<file path="src/hw/rtl/cne_pkg.sv">
package cne_pkg;

    // Geometry of the seen-ID map
    localparam int MAP_BYTES_DEF = 16;
    localparam int MAP_BYTES_MAX = 16;
    localparam int ID_W          = 7;
    localparam int ID_COUNT      = 128;
    localparam int TIMER_W       = 16;

    // Register reset values
    localparam logic [ID_W-1:0]    START_NODE_ID_RST = 7'd1;
    localparam logic [TIMER_W-1:0] HOLDOFF_TICKS_RST = 16'd200;
    localparam logic [TIMER_W-1:0] WINDOW_TICKS_RST  = 16'd100;

    // Frame decoding and ID limits
    localparam int              RTR_BIT   = 6;
    localparam logic [ID_W-1:0] ID_LIMIT  = 7'd99;
    localparam logic [TIMER_W-1:0] TIMER_MAX = 16'hFFFF;

    // Item kinds carried in op
    typedef enum logic {
        OP_TICK  = 1'b0,
        OP_FRAME = 1'b1
    } t_op;

    // Configuration register indexes
    typedef enum logic [1:0] {
        CFG_START_NODE_ID = 2'd0,
        CFG_HOLDOFF_TICKS = 2'd1,
        CFG_WINDOW_TICKS  = 2'd2
    } t_cfg_idx;

    typedef struct packed {
        logic       op;
        logic [7:0] sid_high;
        logic [7:0] sid_low;
        logic [7:0] length_byte;
    } t_in_item;

    typedef struct packed {
        logic            deliver;
        logic            send_reply;
        logic            send_request;
        logic [ID_W-1:0] node_id;
        logic            id_changed;
        logic            enum_failed;
    } t_out_item;

    typedef struct packed {
        logic [1:0]         index;
        logic [TIMER_W-1:0] wdata;
    } t_cfg_wr;

    // Map update command from the control logic
    typedef struct packed {
        logic            clear;
        logic            record;
        logic [ID_W-1:0] id;
    } t_map_cmd;

    // Lowest unmarked ID in the map
    typedef struct packed {
        logic            found;
        logic [ID_W-1:0] id;
    } t_free;

    typedef struct packed {
        logic       found;
        logic [2:0] idx;
    } t_pe8;

    // Lowest set bit of an 8-bit vector
    function automatic t_pe8 pe8(input logic [7:0] v);
        t_pe8 r;
        r.found = |v;
        r.idx   = 3'd0;
        for (int i = 7; i >= 0; i--) begin
            if (v[i]) begin
                r.idx = 3'(i);
            end
        end
        return r;
    endfunction

endpackage

</file>
<file path="src/hw/rtl/cne_seen_map.sv">
module cne_seen_map #(
    parameter int MAP_BYTES = cne_pkg::MAP_BYTES_DEF
) (
    input  logic             i_clk,
    input  cne_pkg::t_map_cmd i_cmd,
    output cne_pkg::t_free   o_free
);
    localparam int MapBits = MAP_BYTES * 8;
    localparam int Ids     = cne_pkg::ID_COUNT;
    localparam int Bytes   = Ids / 8;

    logic [MapBits-1:0] r_map;
    logic [MapBits-1:0] n_map;
    logic [Ids-1:0]     marked;
    logic [Bytes-1:0]   byte_free;
    logic [2:0]         bit_idx [Bytes];

    // Clear leaves only ID 0 marked; record sets one bit. IDs past the map are dropped.
    for (genvar g = 0; g < MapBits; g++) begin : g_upd
        always_comb begin
            if (i_cmd.clear) begin
                n_map[g] = (g == 0);
            end else begin
                n_map[g] = r_map[g] | (i_cmd.record && (i_cmd.id == cne_pkg::ID_W'(g)));
            end
        end
    end

    always_ff @(posedge i_clk) begin
        r_map <= n_map;
    end

    // IDs beyond the map count as taken
    for (genvar g = 0; g < Ids; g++) begin : g_mark
        if (g < MapBits) begin : g_in
            assign marked[g] = r_map[g];
        end else begin : g_out
            assign marked[g] = 1'b1;
        end
    end

    // First level: lowest free bit inside each byte
    for (genvar k = 0; k < Bytes; k++) begin : g_byte
        cne_pkg::t_pe8 pe;
        assign pe           = cne_pkg::pe8(~marked[8*k +: 8]);
        assign byte_free[k] = pe.found;
        assign bit_idx[k]   = pe.idx;
    end

    // Second level: lowest byte with a free bit, lower half first
    always_comb begin
        cne_pkg::t_pe8 lo_half;
        cne_pkg::t_pe8 hi_half;
        logic [3:0]    byte_sel;
        lo_half  = cne_pkg::pe8(byte_free[7:0]);
        hi_half  = cne_pkg::pe8(byte_free[15:8]);
        byte_sel = lo_half.found ? {1'b0, lo_half.idx} : {1'b1, hi_half.idx};
        o_free.found = lo_half.found | hi_half.found;
        o_free.id    = {byte_sel, bit_idx[byte_sel]};
    end

endmodule

</file>
<file path="config.mk">
export PLATFORM = sky130hd
export DESIGN_NAME = cne_seen_map
export DESIGN_NICKNAME = d
export VERILOG_FILES = /design/src/hw/rtl/cne_pkg.sv /design/src/hw/rtl/cne_seen_map.sv
export SDC_FILE = /design/constraint.sdc
export NUM_CORES = 1
export LEC_CHECK = 0
export ABC_AREA = 1
export BUFFER_PORTS_ARGS = -buffer_cell sky130_fd_sc_hd__buf_2
export CELL_PAD_IN_SITES_DETAIL_PLACEMENT = 0
export CELL_PAD_IN_SITES_GLOBAL_PLACEMENT = 1
export CORE_UTILIZATION = 40
export DETAILED_ROUTE_END_ITERATION = 8
export PLACE_DENSITY_LB_ADDON = 0.12
export SLEW_MARGIN = 5
export SYNTH_ARGS = -nofsm -noshare
export SYNTH_HDL_FRONTEND = slang
export SYNTH_SLANG_ARGS = --single-unit
</file>
<file path="constraint.sdc">
create_clock -name i_clk -period 1.96 [get_ports i_clk]
set_input_delay 0.196 -clock i_clk [delete_from_list [all_inputs] [get_ports i_clk]]
set_output_delay 0.196 -clock i_clk [all_outputs]
set_load 0.01 [all_outputs]
</file>
==> reports/results.tsv <==
metric	value	unit
status	finished with violations	
failing checks	setup timing	
core area	0.01515	mm2
Die ar.	0.01592	mm2
first-pass GRT wire length	33580	um
CP Capture Type	output port	
switching power	0.001386	W
Clk pwr share	54.5	%
Die Wd	126.2	um
Final period util	142.6	%
CTS max path bufs	2	
largest net degree at the start of global routing	55	
Total Power	0.006256	W
Synthesized Nets	941	
Cells after Synth	931	
drt total wl	22460	um
CP Launch Type	register	
Leak	3.958	nW
Detail Placement HPWL	15230	um
max reg flops	128	
final setup margin	-0.8354	ns
hold-fix buffers at CTS	0	
CTS root buf	clkbuf_16	
initial drt markers	465	
Final Skew	0	ns
Sw Ratio	22.15	%
most frequent cells in the layout	buf_4 (200), nand2_1 (173), a21oi_1 (145), nor2_1 (107), dfxtp_1 (96)	
WL/cell	16.58	um
vias in the first global route	6647	
DRT Pass-1 Iters	5	
H-tree depth	4	
Cell Area, Synth	0.006168	mm2
Die Ht	126.2	um
# DRC	0	
Fin Hold WS	0.1642	ns
PwrDens	661.6	mW/mm2
Slew headroom	55.96	%
GRT Util Overall	27.50	%
TritonCTS clock tree	yes	
CTS sink cnt	128	
fillers	1295	
flops & latches, synth	128	
combinational share of power	3.6	%
Max Fanout on Critical Path	6	
final setup vio count	8	
CTS Buf Count	17	
Port Buffer Count	17	
Seq/Total Area, Yosys	41.54	%
std cell rows	45	
sequential cell fraction of total power	41.9	%
clock-pin slew on the worst setup and hold paths	0.06	ns
Slew Viols, Final	0	
Area Growth Syn to Fin	53.29	%
Cell variety after synth	32	
via count	7115	
DR vias/cell	5.251	
clock latency on the worst-skew pair	0.42	ns
initial antenna violation count	0	
Max Clock Freq	357.7	MHz
Final Hold Fails	0	
total grt overflow	0	
Top-Level Pins	18	
kind of critical path	register to output port	
final core utilization	62.43	%
post-route ant nets	0	
worst slew pin tran	0.6537	ns
min cycle time layout	2.795	ns
Synth Warn #	0	
Post-Syn Area per Cell	6.626	um2
RSZ-0062 raised after global routing	yes	
layout cells sized above 1	36.33	%
Antenna diodes	0	
most common cell after layout, fill and taps aside	buf_4	
number of max-cap violations	0	
Worst Hold Class	primary input to register	
routability cong.	0.9110	
worst vdd ir	590.5	uV
Layout Nets	1164	
critical path required time	1.76	ns
pre-CTS WS	-0.3462	ns
Initial Util	40.73	%
cell-internal power	0.004870	W
WP data arrival	2.60	ns
-- layout make-up --
cell class / count / area, um2 / share of cell area [%]
repair buffers: 234 / 1952 / 20.64
inverters: 101 / 389.1 / 4.115
clock inverters: 13 / 183.9 / 1.945
well taps: 188 / 235.2 / 2.488
flip-flops and latches: 128 / 2603 / 27.52
multi-input cells: 672 / 3640 / 38.49
clock buffers: 19 / 452.9 / 4.790
-- kinds of logic after synthesis --
kind of cell	count (synthesis)	share of synthesized area (%)
AOI/OAI and AO/OA	205	17.30
and+or+nand+nor	466	32.72
buffers and inverters	132	8.438
DFF	128	41.54
-- synthesized netlist by cell type (all sizes together) --
library cell / number / share of area (%)
a211o: 1 / 0.14
a31oi: 4 / 0.41
nand3: 83 / 6.7
clkbuf: 22 / 1.3
inv: 100 / 6.1
a211oi: 1 / 0.12
o311ai: 2 / 0.28
o31ai: 2 / 0.24
a21oi: 145 / 12
o21bai: 1 / 0.12
nand4: 11 / 1.1
dfxtp: 128 / 42
o21ai: 44 / 3.6
or2: 5 / 0.51
clkinv: 1 / 0.061
nand2: 207 / 13
a31o: 2 / 0.28
buf: 9 / 0.95
nor2: 125 / 8.1
a21boi: 3 / 0.37
nor3: 35 / 3.0
-- routing by layer --
layer	wire, um	global-route usage [%]
met5	0	0
met4	900	11.41
met3	1275	5.183
met2	10300	44.33
met1	9983	36.09
-- through the flow --
step	instances	setup TNS (ns)	instance area [um2]
after global routing	1355	-5.323	9455
after detailed placement	1288	-1.311	7801
after CTS	1340	-4.004	8733
final	1355	-4.536	9455
after global placement	1288	-1.172	7801
after floorplan	931	-0.0007968	6176
-- what timing repair did --
action,4_1_cts,5_1_grt
buffers inserted,19,14
cloned,2,4
resized for setup,33,140
pin swaps,14,57
setup endpoints to repair,8,8
-- power groups by stage --
stage | combinational (W) | clock, W | sequential (W)
final | 0.000226 | 0.00341 | 0.00262
after global routing | 0.000245 | 0.00355 | 0.00262
after CTS | 0.000222 | 0.00344 | 0.00262
after detailed placement | 0.000221 | 0 | 0.00268
after global placement | 0.000219 | 0 | 0.00268
after floorplan | 0.000114 | 0 | 0.00268
-- worst paths after layout --
kind	cells past startpoint	slack, ns	to	startpoint
max reg2reg	4	1.11	marked[20]$_SDFF_PP0_	marked[20]$_SDFF_PP0_
min	2	0.16	marked[79]$_SDFF_PP0_	i_cmd[8]
max	17	-0.84	o_free[1]	marked[61]$_SDFF_PP0_
min reg2reg	2	0.46	marked[70]$_SDFF_PP0_	marked[70]$_SDFF_PP0_
-- worst max-delay path: stages (launching register included) --
cell and delay [ns]:
dfxtp_2 0.34, nand2_2 0.09, nor2_1 0.09, nand2_1 0.05
nor2_1 0.13, buf_4 0.15, nand2_4 0.07, nor2_8 0.17
nand2_4 0.09, inv_4 0.08, nand2_8 0.13, buf_16 0.18
nand3_1 0.12, nand3_1 0.13, nand3_2 0.09, nand3_2 0.06
nand2_2 0.10, buf_6 0.10
Note: power is estimated with default switching activity, not from simulation.
